==> config.mk <==
export PLATFORM = sky130hd
export DESIGN_NAME = register_alu_stack_executor
export DESIGN_NICKNAME = d
export VERILOG_FILES = /design/src/design/rase_pkg.sv /design/src/design/rase_ram.sv /design/src/design/rase_front.sv /design/src/design/rase_back.sv /design/src/design/register_alu_stack_executor.sv
export SDC_FILE = /design/constraint.sdc
export NUM_CORES = 2
export LEC_CHECK = 0
export BUFFER_PORTS_ARGS = -buffer_cell sky130_fd_sc_hd__buf_2
export CAP_MARGIN = 20
export CORE_MARGIN = 5
export CORE_UTILIZATION = 55
export DETAILED_ROUTE_END_ITERATION = 8
export GPL_TIMING_DRIVEN = 1
export PLACE_DENSITY = 0.72
export SLEW_MARGIN = 20
export SYNTH_ARGS = -nofsm -noshare
export SYNTH_HDL_FRONTEND = slang
export SYNTH_SLANG_ARGS = --single-unit
==> constraint.sdc <==
create_clock -name clk -period 9.4 [get_ports clk]
set_input_delay 2.82 -clock clk [delete_from_list [all_inputs] [get_ports clk]]
set_output_delay 2.82 -clock clk [all_outputs]
set_load 0.02 [all_outputs]
==> src/design/rase_pkg.sv <==
`timescale 1ns / 1ps
package rase_pkg;

  localparam logic [4:0] FN_ADD    = 5'd0;
  localparam logic [4:0] FN_SUB    = 5'd1;
  localparam logic [4:0] FN_AND    = 5'd2;
  localparam logic [4:0] FN_XOR    = 5'd3;
  localparam logic [4:0] FN_OR     = 5'd4;
  localparam logic [4:0] FN_ADDI   = 5'd5;
  localparam logic [4:0] FN_SUBI   = 5'd6;
  localparam logic [4:0] FN_ANDI   = 5'd7;
  localparam logic [4:0] FN_XORI   = 5'd8;
  localparam logic [4:0] FN_ORI    = 5'd9;
  localparam logic [4:0] FN_MOVREG = 5'd10;
  localparam logic [4:0] FN_MOVIMM = 5'd11;
  localparam logic [4:0] FN_SWAP   = 5'd12;
  localparam logic [4:0] FN_DIV    = 5'd13;
  localparam logic [4:0] FN_PUSH   = 5'd14;
  localparam logic [4:0] FN_POP    = 5'd15;
  localparam logic [4:0] FN_SKIPEQ = 5'd16;
  localparam logic [4:0] FN_SQUARE = 5'd17;

  localparam logic [1:0] ERR_NONE  = 2'd0;
  localparam logic [1:0] ERR_FULL  = 2'd1;
  localparam logic [1:0] ERR_EMPTY = 2'd2;
  localparam logic [1:0] ERR_DIV0  = 2'd3;

  typedef struct packed {
    logic [4:0]         func;
    logic [4:0]         dest_reg;
    logic [4:0]         src_a_reg;
    logic [4:0]         src_b_reg;
    logic signed [31:0] immediate;
  } in_item_t;

  typedef struct packed {
    logic signed [31:0] result_value;
    logic signed [31:0] second_value;
    logic               parity_flag;
    logic               zero_flag;
    logic               sign_flag;
    logic               overflow_flag;
    logic [1:0]         error_code;
    logic               skipped;
  } out_item_t;

  typedef enum logic [2:0] {
    ST_IDLE,
    ST_EXEC,
    ST_ITER,
    ST_FIN,
    ST_WR2
  } state_t;

endpackage

==> src/design/rase_ram.sv <==
`timescale 1ns / 1ps
module rase_ram #(
  parameter int WIDTH = 32,
  parameter int DEPTH = 32
) (
  input  logic                                  clk,
  input  logic                                  we,
  input  logic [(DEPTH > 1 ? $clog2(DEPTH) : 1)-1:0] waddr,
  input  logic [WIDTH-1:0]                      wdata,
  input  logic [(DEPTH > 1 ? $clog2(DEPTH) : 1)-1:0] raddr0,
  output logic [WIDTH-1:0]                      rdata0,
  input  logic [(DEPTH > 1 ? $clog2(DEPTH) : 1)-1:0] raddr1,
  output logic [WIDTH-1:0]                      rdata1
);

  logic [WIDTH-1:0] mem [DEPTH];

  always_ff @(posedge clk) begin
    if (we) begin
      mem[waddr] <= wdata;
    end
    rdata0 <= mem[raddr0];
    rdata1 <= mem[raddr1];
  end

endmodule

==> src/design/rase_front.sv <==
`timescale 1ns / 1ps
module rase_front
  import rase_pkg::*;
(
  input  logic     clk,
  input  logic     rst_n,
  input  logic     start,
  input  in_item_t item,
  output logic     busy,
  input  logic     pop,
  output logic     head_valid,
  output in_item_t head
);

  // two-entry queue between accept and execute
  in_item_t   ent_r [2];
  logic       wptr_r, wptr_nxt;
  logic       rptr_r, rptr_nxt;
  logic [1:0] cnt_r, cnt_nxt;
  logic       push;

  assign busy       = (cnt_r == 2'd2);
  assign push       = start && !busy;
  assign head_valid = (cnt_r != 2'd0);
  assign head       = ent_r[rptr_r];

  always_comb begin
    wptr_nxt = push ? ~wptr_r : wptr_r;
    rptr_nxt = (pop && head_valid) ? ~rptr_r : rptr_r;
    cnt_nxt  = cnt_r + 2'(push) - 2'(pop && head_valid);
  end

  always_ff @(posedge clk) begin
    if (!rst_n) begin
      wptr_r <= 1'b0;
      rptr_r <= 1'b0;
      cnt_r  <= 2'd0;
    end else begin
      wptr_r <= wptr_nxt;
      rptr_r <= rptr_nxt;
      cnt_r  <= cnt_nxt;
    end
  end

  always_ff @(posedge clk) begin
    if (push) begin
      ent_r[wptr_r] <= item;
    end
  end

endmodule

==> src/design/rase_back.sv <==
`timescale 1ns / 1ps
module rase_back
  import rase_pkg::*;
#(
  parameter int REG_COUNT   = 32,
  parameter int STACK_DEPTH = 32,
  parameter int DATA_WIDTH  = 32
) (
  input  logic      clk,
  input  logic      rst_n,
  input  logic      head_valid,
  input  in_item_t  head,
  output logic      pop,
  output logic      out_valid,
  output out_item_t out_item
);

  localparam int RIW = (REG_COUNT > 1) ? $clog2(REG_COUNT) : 1;
  localparam int SAW = (STACK_DEPTH > 1) ? $clog2(STACK_DEPTH) : 1;
  localparam int SPW = $clog2(STACK_DEPTH + 1);
  localparam int CW  = $clog2(DATA_WIDTH + 1);
  localparam int W   = DATA_WIDTH;

  function automatic logic [RIW-1:0] reg_idx(input logic [4:0] r);
    return RIW'(32'(r) % REG_COUNT);
  endfunction

  function automatic logic [31:0] to_out(input logic [W-1:0] v);
    logic [63:0] t;
    t = 64'(v);
    return t[31:0];
  endfunction

  state_t         state_r, state_nxt;
  in_item_t       cur_r, cur_nxt;
  logic           skip_r, skip_nxt;
  logic [SPW-1:0] sp_r, sp_nxt;
  logic           fp_r, fz_r, fs_r, fv_r;
  logic           fp_nxt, fz_nxt, fs_nxt, fv_nxt;
  logic           valid_r [REG_COUNT];
  logic           vld0_r, vld1_r;
  logic [W-1:0]   fst_r, fst_nxt, sec_r, sec_nxt;
  logic [W-1:0]   rem_r, rem_nxt, q_r, q_nxt, um_r, um_nxt;
  logic           nneg_r, nneg_nxt, mneg_r, mneg_nxt;
  logic [CW-1:0]  cnt_r, cnt_nxt;
  logic           emit;
  out_item_t      out_r, out_nxt;
  logic           out_valid_r;

  logic [RIW-1:0] hd, ha, hb, cd, ca, ra0, ra1, rf_wa;
  logic           rf_we, st_we;
  logic [W-1:0]   rf_wd, rd0, rd1, st_rd, op0, op1, y, v, flag_src;
  logic           set_flags;
  logic [63:0]    imm_ext;
  logic [W-1:0]   trial, qf, rf;
  logic           ge;

  assign hd  = reg_idx(head.dest_reg);
  assign ha  = reg_idx(head.src_a_reg);
  assign hb  = reg_idx(head.src_b_reg);
  assign cd  = reg_idx(cur_r.dest_reg);
  assign ca  = reg_idx(cur_r.src_a_reg);
  assign ra0 = (head.func <= FN_MOVREG) ? ha : hd;
  assign ra1 = (head.func <= FN_OR) ? hb : ha;
  assign pop = (state_r == ST_IDLE) && head_valid;

  rase_ram #(.WIDTH(W), .DEPTH(REG_COUNT)) u_regs (
    .clk(clk), .we(rf_we), .waddr(rf_wa), .wdata(rf_wd),
    .raddr0(ra0), .rdata0(rd0), .raddr1(ra1), .rdata1(rd1)
  );

  rase_ram #(.WIDTH(W), .DEPTH(STACK_DEPTH)) u_stack (
    .clk(clk), .we(st_we), .waddr(sp_r[SAW-1:0]), .wdata(op0),
    .raddr0(SAW'(sp_r - 1'b1)), .rdata0(st_rd), .raddr1(sp_r[SAW-1:0]), .rdata1()
  );

  // never-written registers read as zero
  assign op0     = vld0_r ? rd0 : '0;
  assign op1     = vld1_r ? rd1 : '0;
  assign imm_ext = 64'(cur_r.immediate);
  assign y       = (cur_r.func <= FN_OR) ? op1 : imm_ext[W-1:0];
  assign trial   = {rem_r[W-2:0], q_r[W-1]};
  assign ge      = (trial >= um_r);
  assign qf      = (nneg_r != mneg_r) ? W'(-q_r) : q_r;
  assign rf      = nneg_r ? W'(-rem_r) : rem_r;

  always_comb begin
    state_nxt = state_r;
    unique case (state_r)
      ST_IDLE: if (head_valid) state_nxt = ST_EXEC;
      ST_EXEC: begin
        if (skip_r) state_nxt = ST_IDLE;
        else if (cur_r.func == FN_SWAP) state_nxt = ST_WR2;
        else if (cur_r.func == FN_DIV) state_nxt = (op1 == '0) ? ST_IDLE : ST_ITER;
        else if (cur_r.func == FN_SQUARE) state_nxt = ST_ITER;
        else state_nxt = ST_IDLE;
      end
      ST_ITER: if (cnt_r == CW'(1)) state_nxt = ST_FIN;
      ST_FIN:  state_nxt = (cur_r.func == FN_DIV) ? ST_WR2 : ST_IDLE;
      ST_WR2:  state_nxt = ST_IDLE;
      default: state_nxt = ST_IDLE;
    endcase
  end

  always_comb begin
    cur_nxt   = pop ? head : cur_r;
    skip_nxt  = skip_r;
    sp_nxt    = sp_r;
    fv_nxt    = fv_r;
    fst_nxt   = fst_r;
    sec_nxt   = sec_r;
    rem_nxt   = rem_r;
    q_nxt     = q_r;
    um_nxt    = um_r;
    nneg_nxt  = nneg_r;
    mneg_nxt  = mneg_r;
    cnt_nxt   = cnt_r;
    rf_we     = 1'b0;
    rf_wa     = cd;
    rf_wd     = '0;
    st_we     = 1'b0;
    set_flags = 1'b0;
    flag_src  = '0;
    v         = '0;
    emit      = 1'b0;
    out_nxt   = '0;
    unique case (state_r)
      ST_IDLE: ;
      ST_EXEC: begin
        emit = 1'b1;
        if (skip_r) begin
          skip_nxt        = 1'b0;
          out_nxt.skipped = 1'b1;
        end else begin
          unique case (cur_r.func)
            FN_ADD, FN_SUB, FN_AND, FN_XOR, FN_OR,
            FN_ADDI, FN_SUBI, FN_ANDI, FN_XORI, FN_ORI: begin
              unique case (cur_r.func)
                FN_ADD, FN_ADDI: begin
                  v      = op0 + y;
                  fv_nxt = (op0[W-1] == y[W-1]) && (v[W-1] != op0[W-1]);
                end
                FN_SUB, FN_SUBI: begin
                  v      = op0 - y;
                  fv_nxt = (op0[W-1] != y[W-1]) && (v[W-1] != op0[W-1]);
                end
                FN_AND, FN_ANDI: v = op0 & y;
                FN_XOR, FN_XORI: v = op0 ^ y;
                default:         v = op0 | y;
              endcase
              rf_we                = 1'b1;
              rf_wd                = v;
              set_flags            = 1'b1;
              flag_src             = v;
              out_nxt.result_value = to_out(v);
            end
            FN_MOVREG: begin
              rf_we                = 1'b1;
              rf_wd                = op0;
              out_nxt.result_value = to_out(op0);
            end
            FN_MOVIMM: begin
              rf_we                = 1'b1;
              rf_wd                = imm_ext[W-1:0];
              out_nxt.result_value = to_out(imm_ext[W-1:0]);
            end
            FN_SWAP: begin
              // dest gets a now, a gets the old dest in the second write
              emit    = 1'b0;
              rf_we   = 1'b1;
              rf_wd   = op1;
              fst_nxt = op1;
              sec_nxt = op0;
            end
            FN_DIV: begin
              if (op1 == '0) begin
                out_nxt.error_code = ERR_DIV0;
              end else begin
                emit     = 1'b0;
                nneg_nxt = op0[W-1];
                mneg_nxt = op1[W-1];
                q_nxt    = op0[W-1] ? W'(-op0) : op0;
                um_nxt   = op1[W-1] ? W'(-op1) : op1;
                rem_nxt  = '0;
                cnt_nxt  = CW'(W);
              end
            end
            FN_SQUARE: begin
              emit    = 1'b0;
              q_nxt   = op0;
              um_nxt  = op0;
              rem_nxt = '0;
              cnt_nxt = CW'(W);
            end
            FN_PUSH: begin
              if (sp_r >= SPW'(STACK_DEPTH)) begin
                out_nxt.error_code = ERR_FULL;
              end else begin
                st_we                = 1'b1;
                sp_nxt               = sp_r + 1'b1;
                out_nxt.result_value = to_out(op0);
              end
            end
            FN_POP: begin
              if (sp_r == '0) begin
                out_nxt.error_code = ERR_EMPTY;
              end else begin
                sp_nxt               = sp_r - 1'b1;
                rf_we                = 1'b1;
                rf_wd                = st_rd;
                out_nxt.result_value = to_out(st_rd);
              end
            end
            FN_SKIPEQ: skip_nxt = (op0 == op1);
            default: ;
          endcase
        end
      end
      ST_ITER: begin
        cnt_nxt = cnt_r - 1'b1;
        if (cur_r.func == FN_DIV) begin
          rem_nxt = ge ? trial - um_r : trial;
          q_nxt   = {q_r[W-2:0], ge};
        end else begin
          // shift-add, low half only
          rem_nxt = q_r[0] ? rem_r + um_r : rem_r;
          um_nxt  = um_r << 1;
          q_nxt   = q_r >> 1;
        end
      end
      ST_FIN: begin
        rf_we = 1'b1;
        if (cur_r.func == FN_DIV) begin
          rf_wd     = qf;
          fst_nxt   = qf;
          sec_nxt   = rf;
          set_flags = 1'b1;
          // with dest equal to a the remainder lands last
          flag_src  = (cd == ca) ? rf : qf;
        end else begin
          emit                 = 1'b1;
          rf_wd                = rem_r;
          out_nxt.result_value = to_out(rem_r);
        end
      end
      ST_WR2: begin
        emit                 = 1'b1;
        rf_we                = 1'b1;
        rf_wa                = ca;
        rf_wd                = sec_r;
        out_nxt.result_value = to_out(fst_r);
        out_nxt.second_value = to_out(sec_r);
      end
      default: ;
    endcase
    fp_nxt = set_flags ? (!flag_src[W-1] && ^flag_src) : fp_r;
    fz_nxt = set_flags ? (flag_src == '0) : fz_r;
    fs_nxt = set_flags ? flag_src[W-1] : fs_r;
    out_nxt.parity_flag   = fp_nxt;
    out_nxt.zero_flag     = fz_nxt;
    out_nxt.sign_flag     = fs_nxt;
    out_nxt.overflow_flag = fv_nxt;
  end

  always_ff @(posedge clk) begin
    if (!rst_n) begin
      state_r     <= ST_IDLE;
      skip_r      <= 1'b0;
      sp_r        <= '0;
      fp_r        <= 1'b0;
      fz_r        <= 1'b0;
      fs_r        <= 1'b0;
      fv_r        <= 1'b0;
      out_valid_r <= 1'b0;
      for (int i = 0; i < REG_COUNT; i++) begin
        valid_r[i] <= 1'b0;
      end
    end else begin
      state_r     <= state_nxt;
      skip_r      <= skip_nxt;
      sp_r        <= sp_nxt;
      fp_r        <= fp_nxt;
      fz_r        <= fz_nxt;
      fs_r        <= fs_nxt;
      fv_r        <= fv_nxt;
      out_valid_r <= emit;
      if (rf_we) begin
        valid_r[rf_wa] <= 1'b1;
      end
    end
  end

  always_ff @(posedge clk) begin
    cur_r  <= cur_nxt;
    vld0_r <= valid_r[ra0];
    vld1_r <= valid_r[ra1];
    fst_r  <= fst_nxt;
    sec_r  <= sec_nxt;
    rem_r  <= rem_nxt;
    q_r    <= q_nxt;
    um_r   <= um_nxt;
    nneg_r <= nneg_nxt;
    mneg_r <= mneg_nxt;
    cnt_r  <= cnt_nxt;
    out_r  <= out_nxt;
  end

  assign out_valid = out_valid_r;
  assign out_item  = out_r;

endmodule

==> src/design/register_alu_stack_executor.sv <==
`timescale 1ns / 1ps
// Executes one decoded instruction per item against a register file, a stack and
// four status flags. An item is taken when start is high and busy is low; items
// land in a two-entry queue, so busy rises only when that queue is full. Each
// item gives one result on out_item, shown for exactly one cycle with out_valid
// high, and the receiver has to take it then. Most items pass through a register
// file read, then execute and write back; swap adds a second write back; divide
// and square run a one-bit-per-cycle shift unit, then square writes its result
// and divide writes quotient and remainder, while a zero divisor ends in execute.
// Results come out in item order.
module register_alu_stack_executor
  import rase_pkg::*;
#(
  parameter int REG_COUNT   = 32,
  parameter int STACK_DEPTH = 32,
  parameter int DATA_WIDTH  = 32
) (
  input  logic      clk,
  input  logic      rst_n,
  input  logic      start,
  output logic      busy,
  input  in_item_t  in_item,
  output logic      out_valid,
  output out_item_t out_item
);

  logic     head_valid;
  logic     pop;
  in_item_t head;

  rase_front u_front (
    .clk(clk), .rst_n(rst_n), .start(start), .item(in_item), .busy(busy),
    .pop(pop), .head_valid(head_valid), .head(head)
  );

  rase_back #(
    .REG_COUNT(REG_COUNT), .STACK_DEPTH(STACK_DEPTH), .DATA_WIDTH(DATA_WIDTH)
  ) u_back (
    .clk(clk), .rst_n(rst_n), .head_valid(head_valid), .head(head), .pop(pop),
    .out_valid(out_valid), .out_item(out_item)
  );

endmodule

==> impl_metrics.toml <==
[drt]
vias = 78100
drt_iter0_markers = 12000
routed.top_layer = "met5"
viasPerCell = 7.14
wl_per_cell_microns = 37.4
met2_length_microns = 187000
first_pass_iters = 8
wl_met1_microns = 148000
routed_wl_microns = 409000
routed-wl-met3_microns = 46200
ant_nets = 0
route.detailed.drc = 0

[place]
place_area_sq_um = 126000
io_buffers = 127
hpwl_microns = 254000
gp_congestion = 1.01

[clock_tree]
clk_pin_slew_ps = 60
clk_path_buf_depth = 4
post-cts-setup-buffers = 0
htreeDepth = 5
cts-hold-fix-buffers = 0
clk_latency_ps = 950
cts_tree = "yes"
cts-root-buf = "clkbuf_16"
numCtsBuffers = 282
cts-resized-gates = 0
cts_sinks = 2588

[timing]
max_slew_margin_pct = 17.6
fin_setup_tns_ps = 0
worst_slew_pin_slew_ps = 1230
finalCritPeriodShare_pct = 77.0
finalHoldViolCount = 0
clock.fmax_ghz = 0.138
hold_slack_ps = 445
rsz0062_at_grt = "no"
maxSlewViolCount = 0
period_minus_slack_ps = 7240
fin_skew_ps = 87.3
setup_viol = 0

[synthesis]
synth_cell_types = 89
syn_inst = 7691
synthSimpleGateAreaFrac_pct = 5.26
ys_ff_latch = 2588
syn_area_sq_um = 121000
muxShareOfSynthArea_pct = 19.4
synthFlopType = "edfxtp_1"
synth_xor_area_share_pct = 1.58
synth_compound_area_share_pct = 7.11
syn_nets = 7945
synth_enable_flop_cells = 2367
synth_top_family_by_area = "multiplexers"
avgSynthCellArea_sq_um = 15.7
synth-seq-area-share_pct = 62.4
async_flop_share_pct = 0
synthAdderAreaFrac_pct = 2.08
ys_warn_count = 0

[die]
initial_core_util_pct = 55.1
dieWidth_microns = 479
rows = 172
die_h_microns = 479
boundaryPins = 128
core_area_sq_um = 219000
die_area_sq_um = 229000

[worst_setup_path]
critPathCaptureType = "register"
cpPeakStageDelay_ps = 760
required_ps = 10180
worst-path-buf-inv = 3
worst_ep_arrival_time_ps = 8020
worst_path_max_delay_cell = "edfxtp_1"
startpoint_type = "register"
critPathTopFamily = "compound AO/OA/AOI/OAI gates"
worstPathMaxFanout = 40
critPathKind = "register to register"

[grt]
grt_antenna_before_repair = 42
grt_max_degree = 145
grt_pass1_vias = 76200
grt_pass1_wl_microns = 574000
grt_usage_pct = 35.3
grt.overflow.total = 0

[cells_and_area]
drive_above_1_share_pct = 25.8
stdcell_area_sq_um = 135000
area_delta_synth_final_pct = 11.7
fillCellCount = 15500
nets = 8103

[pwr]
p_per_area_nw_per_um2 = 326
peakVddDrop_mv = 0.240
p_leak_uw = 0.0451

[job]
max_cap_violations = 0

[min_path]
worst_hold_path_type = "register to register"

[status]
outcome = "finished, final reports clean"
## cell families (layout without fill, tap and decap cells)
logic type | after synthesis | in the layout
and+or+nand+nor | 1414 | 1414
muxes | 1252 | 1252
adders and majority gates | 199 | 199
AOI/OAI and AO/OA | 1355 | 1355
xor gates and xnor gates | 218 | 218
other | 0 | 12
DFF | 2588 | 2588
buffers and inverters | 665 | 1027
## cells in the mapped netlist (11+ instances only)
cell type	instances	area, sq um
o21ai_0	361	1810
buf_2	40	200
o211ai_1	65	488
a222oi_1	23	230
a21o_1	43	323
nand4_1	21	131
o21a_1	17	128
edfxtp_1	2367	71100
nor2b_1	30	188
or2_2	14	87.6
dfxtp_1	221	4420
nand3b_1	12	90.1
o41ai_1	18	158
inv_1	157	589
nand2_1	510	1910
and2_1	22	138
a22oi_1	47	353
mux2_2	279	3140
a221oi_1	42	368
mux4_2	848	19100
o21bai_1	18	135
mux2i_1	124	1240
or4_1	19	143
a31oi_1	61	382
nor3b_1	11	82.6
a211oi_1	64	480
ha_1	195	2440
a21oi_1	309	1550
o31ai_1	46	345
and3_1	47	294
nor2_1	472	1770
o22ai_1	93	582
a32oi_1	19	166
xnor2_1	133	1160
or3_1	26	163
nand3_1	89	445
clkbuf_1	374	1400
xor2_1	85	744
nand2b_1	33	206
buf_1	85	319
a221o_1	13	130
nor3_1	60	300
o21ai_1	24	120
nor4_1	20	125
## sequential cells by signal (all words and copies together) (netlist names), 47 cells and up, named ones only
name	count
u_back.cur_r	47
u_back.out_item	71
u_back.u_regs.mem	1024
u_back.u_stack.mem	1024
u_front.ent_r	104
## through the flow
stage	cells	util [%]	total power (uW)	setup slack (ps)
6_report	10900	61.6	44000	2160
5_1_grt	10900	61.6	45400	1620
4_1_cts	10900	61.5	43600	2400
3_5_place_dp	10400	57.5	32800	2370
3_3_place_gp	10400	57.5	32700	2370
2_1_floorplan	7691	-	26300	2640
## worst min-delay path: stages (launching register included)
cell	delay (ps)
dfxtp_1	300
nand3_1	90
nand2_1	50
## final cells by class
type / count / area (sq um) / area share [%]
sequential: 2588 / 75500 / 55.9
multi-input combinational: 4438 / 43700 / 32.4
clock buffer: 359 / 7590 / 5.62
tap: 2871 / 3590 / 2.66
timing repair buffer: 374 / 2680 / 1.98
clock inverter: 129 / 1280 / 0.947
inverter: 165 / 619 / 0.459
antenna: 12 / 30.0 / 0.0222
## metal layers
layer | global-route usage, % | vias up
met5 | 0 | -
met4 | 19.6 | 22
met3 | 7.93 | 1257
met2 | 53.9 | 5610
met1 | 47.5 | 40000
li1 | - | 31200
## cell usage in the layout, fill, tap and decap left out, drive strengths merged, types with 17 or more instances in the layout
master,instances
a22oi,47
edfxtp,2367
a211oi,64
o22ai,93
o41ai,18
mux4,848
nand4,21
a31oi,61
bufinv,23
a221oi,42
clkbuf,359
nand3,90
nor2b,30
a21o,43
o31ai,47
nor3,61
a21oi,311
or4,22
o21bai,18
buf,374
xnor2,133
a222oi,23
mux2i,124
xor2,85
or3,26
o21a,17
mux2,280
a32oi,19
o211ai,65
nor4,20
dfxtp,221
o21ai,386
and3,47
nand2b,33
nor2,473
clkinv,95
and2,22
nand2,510
ha,195
inv,169
## power by group
part / internal (uW) / leakage [uW] / switching, uW
clock: 6340 / 0.00436 / 4510
combinational: 6160 / 0.0171 / 11400
sequential: 14400 / 0.0237 / 1140
## path summary, 6_finish.rpt
kind               startpoint            endpoint  slack [ps]  cells past startpoint
max          u_back.cur_r[48]         u_back.fp_r        2160                     26
min               u_back.fz_r  u_back.out_item[5]         450                      2
max reg2reg  u_back.cur_r[48]         u_back.fp_r        2160                     26
min reg2reg       u_back.fz_r  u_back.out_item[5]         450                      2
No activity file was read; power rests on OpenSTA's default activity.
